## src/rtl/core/decimal_text_delta_formatter_assert.svh

```systemverilog
// ----------------------------------------------------------------------------
// Assertion macros for the decimal text delta formatter
// Concurrent checks that compile away when SYNTHESIS is defined.
// ----------------------------------------------------------------------------
`ifndef DECIMAL_TEXT_DELTA_FORMATTER_ASSERT_SVH
`define DECIMAL_TEXT_DELTA_FORMATTER_ASSERT_SVH

`ifndef SYNTHESIS

`define DTDF_ASSERT_IMP(label, clk, rst_n, ante, cons) \
    label: assert property (@(posedge clk) disable iff (!(rst_n)) (ante) |-> (cons)) \
        else $error("dtdf assertion failed");

`define DTDF_ASSERT_NEXT(label, clk, rst_n, ante, cons) \
    label: assert property (@(posedge clk) disable iff (!(rst_n)) (ante) |=> (cons)) \
        else $error("dtdf assertion failed");

`else

`define DTDF_ASSERT_IMP(label, clk, rst_n, ante, cons)

`define DTDF_ASSERT_NEXT(label, clk, rst_n, ante, cons)

`endif

`endif

```

## src/rtl/core/dtdf_pkg.sv

```systemverilog
// ----------------------------------------------------------------------------
// Decimal text delta formatter package
// Shared widths, character codes and the controller state type.
// ----------------------------------------------------------------------------
package dtdf_pkg;

    localparam int VALUE_BITS  = 32;
    localparam int MAX_DIGITS  = 16;
    localparam int WIDTH_BITS  = 5;
    localparam int BCD_DIGITS  = 10;
    localparam int BCD_BITS    = 4 * BCD_DIGITS;
    localparam int CNT_BITS    = $clog2(VALUE_BITS);

    localparam logic [WIDTH_BITS-1:0] WIDTH_RESET = WIDTH_BITS'(6);

    localparam logic [7:0] CH_ZERO    = 8'h30;
    localparam logic [7:0] CH_NINE    = 8'h39;
    localparam logic [7:0] CH_NEWLINE = 8'h0A;
    localparam logic [7:0] CH_HASH    = 8'h23;
    localparam logic [7:0] CH_SEMI    = 8'h3B;

    typedef enum logic [2:0] {
        ST_IDLE,
        ST_CONV,
        ST_EMIT,
        ST_ERR,
        ST_HALT
    } t_state;

endpackage

```

## src/rtl/core/decimal_text_delta_formatter.sv

```systemverilog
// ----------------------------------------------------------------------------
// Decimal text delta formatter
// Parses decimal numbers from a byte stream and prints their differences.
// ----------------------------------------------------------------------------
// The input channel (i_valid, o_stall) carries one text byte or an end of
// stream mark per transaction. The output channel (o_valid, i_stall) carries
// one character per transaction, or one error transaction with the line,
// value and prior of a decreasing number. The configuration channel
// (i_cfg_valid, o_cfg_ready) writes the printed digit width at any time the
// block is idle; o_cfg_ready is always high.
// Bytes that do not end a printed number are taken one per cycle. When a
// number ends and a difference is due, a bit-serial binary to decimal shifter
// runs, then digit_width digits (held to 1 to 16) and a newline leave the
// output register one per cycle while the receiver does not stall. The next
// byte is taken once the newline is in the output register. An error passes
// from the error state into the output register, and the block then accepts
// and drops every byte until reset.
// Reset clears the parser, sets digit_width to 6 and empties the output
// register. A stalled receiver holds the output register and, in turn, the
// digit sequencer; the input is not taken while digits are pending.
// ----------------------------------------------------------------------------
`include "decimal_text_delta_formatter_assert.svh"

module decimal_text_delta_formatter (
    input  logic                                 i_clk,
    input  logic                                 i_rst_n,
    input  logic                                 i_valid,
    output logic                                 o_stall,
    input  logic [7:0]                           i_text_byte,
    input  logic                                 i_end_of_stream,
    input  logic                                 i_cfg_valid,
    output logic                                 o_cfg_ready,
    input  logic [dtdf_pkg::WIDTH_BITS-1:0]      i_digit_width,
    output logic                                 o_valid,
    input  logic                                 i_stall,
    output logic [7:0]                           o_out_char,
    output logic                                 o_is_last,
    output logic                                 o_error,
    output logic [31:0]                          o_error_line,
    output logic [31:0]                          o_error_value,
    output logic [31:0]                          o_error_prior
);

    import dtdf_pkg::*;

    t_state                  r_state, n_state;
    logic [VALUE_BITS-1:0]   r_acc, n_acc;
    logic [VALUE_BITS-1:0]   r_prev, n_prev;
    logic                    r_have_prev, n_have_prev;
    logic                    r_in_num, n_in_num;
    logic                    r_in_cmt, n_in_cmt;
    logic [31:0]             r_line, n_line;
    logic [WIDTH_BITS-1:0]   r_width_cfg;
    logic [WIDTH_BITS-1:0]   r_width, n_width;
    logic [VALUE_BITS-1:0]   r_bin, n_bin;
    logic [BCD_BITS-1:0]     r_bcd, n_bcd;
    logic [CNT_BITS-1:0]     r_cnt, n_cnt;
    logic [WIDTH_BITS-1:0]   r_idx, n_idx;
    logic                    r_out_valid, n_out_valid;
    logic [7:0]              r_out_char, n_out_char;
    logic                    r_out_last, n_out_last;
    logic                    r_out_err, n_out_err;
    logic [31:0]             r_out_eline, n_out_eline;
    logic [31:0]             r_out_evalue, n_out_evalue;
    logic [31:0]             r_out_eprior, n_out_eprior;

    logic                    out_free;
    logic                    is_digit;
    logic [3:0]              digit_val;
    logic                    finish;
    logic                    bad;
    logic                    emit;
    logic [WIDTH_BITS-1:0]   width_clamped;
    logic [VALUE_BITS-1:0]   acc_next;
    logic [WIDTH_BITS-1:0]   sel_idx;
    logic [3:0]              sel_digit;
    logic [BCD_BITS-1:0]     bcd_adj;

    assign out_free  = !r_out_valid || !i_stall;
    assign is_digit  = (i_text_byte >= CH_ZERO) && (i_text_byte <= CH_NINE);
    assign digit_val = 4'(i_text_byte - CH_ZERO);
    assign finish    = r_in_num && (i_end_of_stream || !is_digit);
    assign bad       = finish && r_have_prev && (r_acc < r_prev);
    assign emit      = finish && r_have_prev && !bad;
    assign acc_next  = {r_acc[VALUE_BITS-4:0], 3'b000} + {r_acc[VALUE_BITS-2:0], 1'b0}
                     + VALUE_BITS'(digit_val);

    always_comb begin
        if (r_width_cfg == '0) begin
            width_clamped = WIDTH_BITS'(1);
        end else if (r_width_cfg > WIDTH_BITS'(MAX_DIGITS)) begin
            width_clamped = WIDTH_BITS'(MAX_DIGITS);
        end else begin
            width_clamped = r_width_cfg;
        end
    end

    always_comb begin
        for (int j = 0; j < BCD_DIGITS; j++) begin
            if (r_bcd[4*j +: 4] >= 4'd5) begin
                bcd_adj[4*j +: 4] = r_bcd[4*j +: 4] + 4'd3;
            end else begin
                bcd_adj[4*j +: 4] = r_bcd[4*j +: 4];
            end
        end
    end

    assign sel_idx = r_idx - WIDTH_BITS'(1);

    always_comb begin
        sel_digit = 4'd0;
        for (int j = 0; j < BCD_DIGITS; j++) begin
            if (sel_idx == WIDTH_BITS'(j)) begin
                sel_digit = r_bcd[4*j +: 4];
            end
        end
    end

    always_comb begin
        n_state      = r_state;
        n_acc        = r_acc;
        n_prev       = r_prev;
        n_have_prev  = r_have_prev;
        n_in_num     = r_in_num;
        n_in_cmt     = r_in_cmt;
        n_line       = r_line;
        n_width      = r_width;
        n_bin        = r_bin;
        n_bcd        = r_bcd;
        n_cnt        = r_cnt;
        n_idx        = r_idx;
        n_out_valid  = r_out_valid && i_stall;
        n_out_char   = r_out_char;
        n_out_last   = r_out_last;
        n_out_err    = r_out_err;
        n_out_eline  = r_out_eline;
        n_out_evalue = r_out_evalue;
        n_out_eprior = r_out_eprior;
        o_stall      = 1'b1;

        unique case (r_state)
            ST_IDLE: begin
                o_stall = 1'b0;
                if (i_valid) begin
                    if (bad) begin
                        n_state = ST_ERR;
                    end else if (i_end_of_stream) begin
                        n_acc       = '0;
                        n_prev      = '0;
                        n_have_prev = 1'b0;
                        n_in_num    = 1'b0;
                        n_in_cmt    = 1'b0;
                        n_line      = 32'd1;
                    end else if (r_in_num && is_digit) begin
                        n_acc = acc_next;
                    end else begin
                        if (finish) begin
                            n_in_num    = 1'b0;
                            n_prev      = r_acc;
                            n_have_prev = 1'b1;
                        end
                        if (r_in_cmt) begin
                            if (i_text_byte == CH_NEWLINE) begin
                                n_in_cmt = 1'b0;
                                n_line   = r_line + 32'd1;
                            end
                        end else if (is_digit) begin
                            n_in_num = 1'b1;
                            n_acc    = VALUE_BITS'(digit_val);
                        end else if (i_text_byte == CH_NEWLINE) begin
                            n_line = r_line + 32'd1;
                        end else if (i_text_byte == CH_HASH || i_text_byte == CH_SEMI) begin
                            n_in_cmt = 1'b1;
                        end
                    end
                    if (emit) begin
                        n_state = ST_CONV;
                        n_bin   = r_acc - r_prev;
                        n_bcd   = '0;
                        n_cnt   = '0;
                        n_width = width_clamped;
                    end
                end
            end
            ST_CONV: begin
                n_bcd = {bcd_adj[BCD_BITS-2:0], r_bin[VALUE_BITS-1]};
                n_bin = {r_bin[VALUE_BITS-2:0], 1'b0};
                n_cnt = r_cnt + CNT_BITS'(1);
                if (r_cnt == CNT_BITS'(VALUE_BITS - 1)) begin
                    n_state = ST_EMIT;
                    n_idx   = r_width;
                end
            end
            ST_EMIT: begin
                if (out_free) begin
                    n_out_valid  = 1'b1;
                    n_out_err    = 1'b0;
                    n_out_eline  = '0;
                    n_out_evalue = '0;
                    n_out_eprior = '0;
                    if (r_idx != '0) begin
                        n_out_char = CH_ZERO + {4'd0, sel_digit};
                        n_out_last = 1'b0;
                        n_idx      = sel_idx;
                    end else begin
                        n_out_char = CH_NEWLINE;
                        n_out_last = 1'b1;
                        n_state    = ST_IDLE;
                    end
                end
            end
            ST_ERR: begin
                if (out_free) begin
                    n_out_valid  = 1'b1;
                    n_out_char   = 8'd0;
                    n_out_last   = 1'b1;
                    n_out_err    = 1'b1;
                    n_out_eline  = r_line;
                    n_out_evalue = r_acc;
                    n_out_eprior = r_prev;
                    n_state      = ST_HALT;
                end
            end
            ST_HALT: begin
                o_stall = 1'b0;
            end
            default: begin
                n_state = ST_IDLE;
            end
        endcase
    end

    always_ff @(posedge i_clk) begin
        if (!i_rst_n) begin
            r_state     <= ST_IDLE;
            r_acc       <= '0;
            r_prev      <= '0;
            r_have_prev <= 1'b0;
            r_in_num    <= 1'b0;
            r_in_cmt    <= 1'b0;
            r_line      <= 32'd1;
            r_width_cfg <= WIDTH_RESET;
            r_out_valid <= 1'b0;
        end else begin
            r_state     <= n_state;
            r_acc       <= n_acc;
            r_prev      <= n_prev;
            r_have_prev <= n_have_prev;
            r_in_num    <= n_in_num;
            r_in_cmt    <= n_in_cmt;
            r_line      <= n_line;
            r_out_valid <= n_out_valid;
            if (i_cfg_valid) begin
                r_width_cfg <= i_digit_width;
            end
        end
    end

    always_ff @(posedge i_clk) begin
        r_width      <= n_width;
        r_bin        <= n_bin;
        r_bcd        <= n_bcd;
        r_cnt        <= n_cnt;
        r_idx        <= n_idx;
        r_out_char   <= n_out_char;
        r_out_last   <= n_out_last;
        r_out_err    <= n_out_err;
        r_out_eline  <= n_out_eline;
        r_out_evalue <= n_out_evalue;
        r_out_eprior <= n_out_eprior;
    end

    assign o_cfg_ready   = 1'b1;
    assign o_valid       = r_out_valid;
    assign o_out_char    = r_out_char;
    assign o_is_last     = r_out_last;
    assign o_error       = r_out_err;
    assign o_error_line  = r_out_eline;
    assign o_error_value = r_out_evalue;
    assign o_error_prior = r_out_eprior;

    // An error transaction is always the final one for its byte.
    `DTDF_ASSERT_IMP(a_err_last, i_clk, i_rst_n, o_valid && o_error, o_is_last)

    // A difference always closes with a newline.
    `DTDF_ASSERT_IMP(a_last_newline, i_clk, i_rst_n,
        o_valid && o_is_last && !o_error, o_out_char == CH_NEWLINE)

    // Once halted, the block stays halted until reset.
    `DTDF_ASSERT_NEXT(a_halt_sticky, i_clk, i_rst_n, r_state == ST_HALT, r_state == ST_HALT)

    // The digit sequencer never runs while input bytes are being taken.
    `DTDF_ASSERT_IMP(a_emit_stalls, i_clk, i_rst_n,
        r_state == ST_CONV || r_state == ST_EMIT || r_state == ST_ERR, o_stall)

endmodule
```

## config.mk

```make
export PLATFORM = sky130hd
export DESIGN_NAME = decimal_text_delta_formatter
export DESIGN_NICKNAME = d
export VERILOG_FILES = /design/src/rtl/core/dtdf_pkg.sv /design/src/rtl/core/decimal_text_delta_formatter.sv
export VERILOG_INCLUDE_DIRS = /design/src /design/src/rtl/core
export SDC_FILE = /design/constraint.sdc
export NUM_CORES = 1
export LEC_CHECK = 0
export ABC_CLOCK_PERIOD_IN_PS = 8050
export BUFFER_PORTS_ARGS = -buffer_cell sky130_fd_sc_hd__buf_4
export CAP_MARGIN = 40
export CORE_ASPECT_RATIO = 1.4
export CORE_UTILIZATION = 60
export CTS_CLUSTER_DIAMETER = 80
export DETAILED_ROUTE_END_ITERATION = 12
export GPL_ROUTABILITY_DRIVEN = 1
export PLACE_DENSITY = 0.89
export SYNTH_ARGS = -nofsm -noshare
export SYNTH_HDL_FRONTEND = slang
export SYNTH_SLANG_ARGS = --single-unit
```

## constraint.sdc

```tcl
create_clock -name i_clk -period 8.05 [get_ports i_clk]
set_input_delay 1.61 -clock i_clk [delete_from_list [all_inputs] [get_ports i_clk]]
set_output_delay 1.61 -clock i_clk [all_outputs]
set_load 0.03 [all_outputs]
```

==> flow_metrics.py <==
metrics = {
    "synthesis": {
        "yosysWarnings": 0,
        "async_reset_ff_frac": 0,
        "synth_area_sq_um": 16190,
        "synth_commonest_cells": "192 x nor2_1, 190 x edfxtp_1, 130 x nand2_1",
        "yosys.area.top_type": "edfxtp_1",
        "synth-edff-count": 190,
        "seq_area_frac_synth": 0.4860,
        "synth_top_cells_by_area": "edfxtp_1 35%, dfxtp_1 13%, ha_1 9.3%",
        "yosys.area.top_type_share": 0.3525,
        "synth_cell_types": 75,
        "syn-mean-instance-area_sq_um": 9.882,
        "ys_ff_latch": 298,
        "synth_most_common_cell": "nor2_1",
        "ys.flop_type": "edfxtp_1",
        "synthCells": 1638,
    },
    "final_layout": {
        "register_area_sq_um": 7869,
        "multiInputGateArea_sq_um": 7732,
        "nets": 1883,
        "drive_gt1_frac": 0.1197,
        "areaGrowthSynthToFinish_pct": 13.77,
        "finalNonFillerCells": 2088,
        "fillers": 1787,
    },
    "placed_design": {
        "globalplace.congestion": 0.9013,
        "hpwl_um": 26920,
        "dp.cells": 2035,
        "portBuffers": 124,
    },
    "critical_path": {
        "arrival_ns": 5.10,
        "end_kind": "flip-flop",
        "crit_type": "flip-flop to flip-flop",
        "crit_path_max_fanout": 31,
        "required_ns": 8.25,
        "critPathLaunchType": "flip-flop",
    },
    "sta": {
        "drv_slew": 0,
        "final.period_utilization": 0.6083,
        "grt_setup_unrepaired": "false",
        "tightest_slew_ns": 0.9247,
        "period_minus_slack_ns": 4.897,
        "setup_tns_ns": 0,
        "fmax_mhz": 204.2,
        "finalSetupViolCount": 0,
        "hold_viol_final": 0,
        "finalClockSkew_ns": 0.01611,
        "slew_headroom": 0.3807,
    },
    "clocking": {
        "h-tree-depth": 1,
        "cts_tree": "yes",
        "worstSkewPairLatency_ns": 0.56,
        "cts_hold_buffers": 0,
        "clockBufferDepth": 3,
        "path_clk_slew_ns": 0.06,
        "cts_num_sinks": 298,
        "clockRootBuffer": "clkbuf_16",
        "cts_buffers": 28,
        "cts_resized": 0,
        "cts_setup_buffers": 0,
    },
    "power_and_ir_drop": {
        "ir_drop_v": 0.0001578,
        "power.leakage_nw": 7.328,
        "p_per_area_nw_per_um2": 167.4,
    },
    "global_route": {
        "grt_pass1_wl_um": 62930,
        "grt_overflow": 0,
        "grt_pass1_vias": 12947,
        "grt_max_degree": 75,
        "antenna_found_initial": 1,
        "track_usage": 0.2819,
    },
    "detailed_routing": {
        "wl_per_cell_um": 18.67,
        "drtAntennaViolNets": 0,
        "first_iter_violations": 1163,
        "first_pass_iters": 5,
        "vias": 13088,
        "vias_per_cell": 6.268,
        "routed_wl_um": 38970,
        "drc": 0,
    },
    "floorplan": {
        "die_h_um": 196.3,
        "rows": 70,
        "initial_core_util": 0.6160,
        "die_w_um": 140.8,
        "core-area_sq_um": 26280,
        "dieArea_sq_um": 27650,
        "ios": 128,
    },
    "job": {
        "drv_cap": 0,
    },
    "hold_path": {
        "hp-class": "flip-flop to flip-flop",
    },
    "run_status": {
        "status": "finished, final reports clean",
    },
}
per-stage QoR:
step	hold WS (ns)	util	instance area, sq um	power, mW	worst slack, ns
floorplan	0.4256	-	16190	1.726	0.9791
global placement	0.4353	0.6599	17340	1.753	2.597
detailed placement	0.4503	0.6651	17480	1.763	2.868
CTS	0.4607	0.7008	18410	3.096	3.225
global route	0.4994	0.7009	18420	3.158	2.868
finish	0.4646	0.7009	18420	3.083	3.153
cell usage in the layout, fill, tap and decap left out, drive strengths merged, types with 36 or more instances in the layout:
| master | netlist | layout |
|---|---|---|
| inv | 87 | 91 |
| a21oi | 128 | 128 |
| edfxtp | 190 | 190 |
| xnor2 | 37 | 37 |
| and3 | 78 | 78 |
| ha | 120 | 120 |
| a22o | 36 | 36 |
| buf | 16 | 141 |
| o21ai | 78 | 78 |
| xor2 | 51 | 51 |
| nor2 | 192 | 192 |
| dfxtp | 108 | 108 |
| nand2 | 130 | 130 |
kinds of logic after synthesis:
family | count (synthesis) | share of synthesized area
AND/OR/NAND/NOR | 584 | 0.1756
AO/OA/AOI/OAI | 377 | 0.1496
flip-flops | 298 | 0.4860
buffers and inverters | 157 | 0.03842
adder cells (fa/ha/maj) | 123 | 0.09647
XOR/XNOR | 88 | 0.04762
multiplexers | 9 | 0.005720
other | 2 | 0.0004640
cell type report:
class,count,area share
clock inverter,18,0.01114
sequential,298,0.4273
multi-input combinational,1184,0.4199
antenna,1,0.0001359
clock buffer,34,0.03981
inverter,87,0.01773
timing repair buffer,142,0.06203
tap,324,0.02201
worst max-delay path, cell delays in order, from the launching register on:
cell	delay (ns)
dfxtp_1	0.44
inv_1	0.10
ha_1	0.23
fa_1	0.41
nand2b_1	0.19
a21oi_1	0.22
o21ai_0	0.24
o211ai_1	0.45
o211ai_2	0.27
and2_1	0.26
nor4_1	0.45
or2_2	0.58
buf_12	0.27
buf_4	0.41
where the power goes:
group	total [mW]	switching (mW)	internal [mW]
Sequential	1.62	0.00535	1.62
Combinational	0.111	0.0681	0.0428
Clock	1.35	0.593	0.757
Total	3.08	0.667	2.42
worst paths after layout:
path | from | endpoint | slack (ns) | cells past startpoint
worst max-delay path | r_acc[0]$_SDFFE_PN0P_ | r_bin[17]$_DFFE_PP_ | 3.15 | 13
worst min-delay path | r_have_prev$_SDFFE_PN0P_ | r_have_prev$_SDFFE_PN0P_ | 0.46 | 2
worst max register to register | r_acc[0]$_SDFFE_PN0P_ | r_bin[17]$_DFFE_PP_ | 3.15 | 13
worst min register to register | r_have_prev$_SDFFE_PN0P_ | r_have_prev$_SDFFE_PN0P_ | 0.46 | 2
state kept, by name (all words and copies together) (netlist names):
name	cells
r_width	5
o_is_last	1
r_cnt	5
r_idx	5
r_bin	32
r_in_cmt	1
r_prev	32
o_error_line	32
o_out_char	5
o_valid	1
r_width_cfg	5
o_error_value	32
r_in_num	1
r_acc	32
r_bcd	40
o_error_prior	32
r_line	32
r_have_prev	1
o_error	1
r_state	3
layer usage:
layer | vias up | track usage | part of all wire
met3 | 146 | 0.03377 | 0.067
met1 | 6280 | 0.3383 | 0.38
met4 | 0 | 0.1393 | 0.046
met5 | - | 0 | 0
met2 | 568 | 0.4997 | 0.50
li1 | 6094 | - | -
No activity file was read; power rests on OpenSTA's default activity.
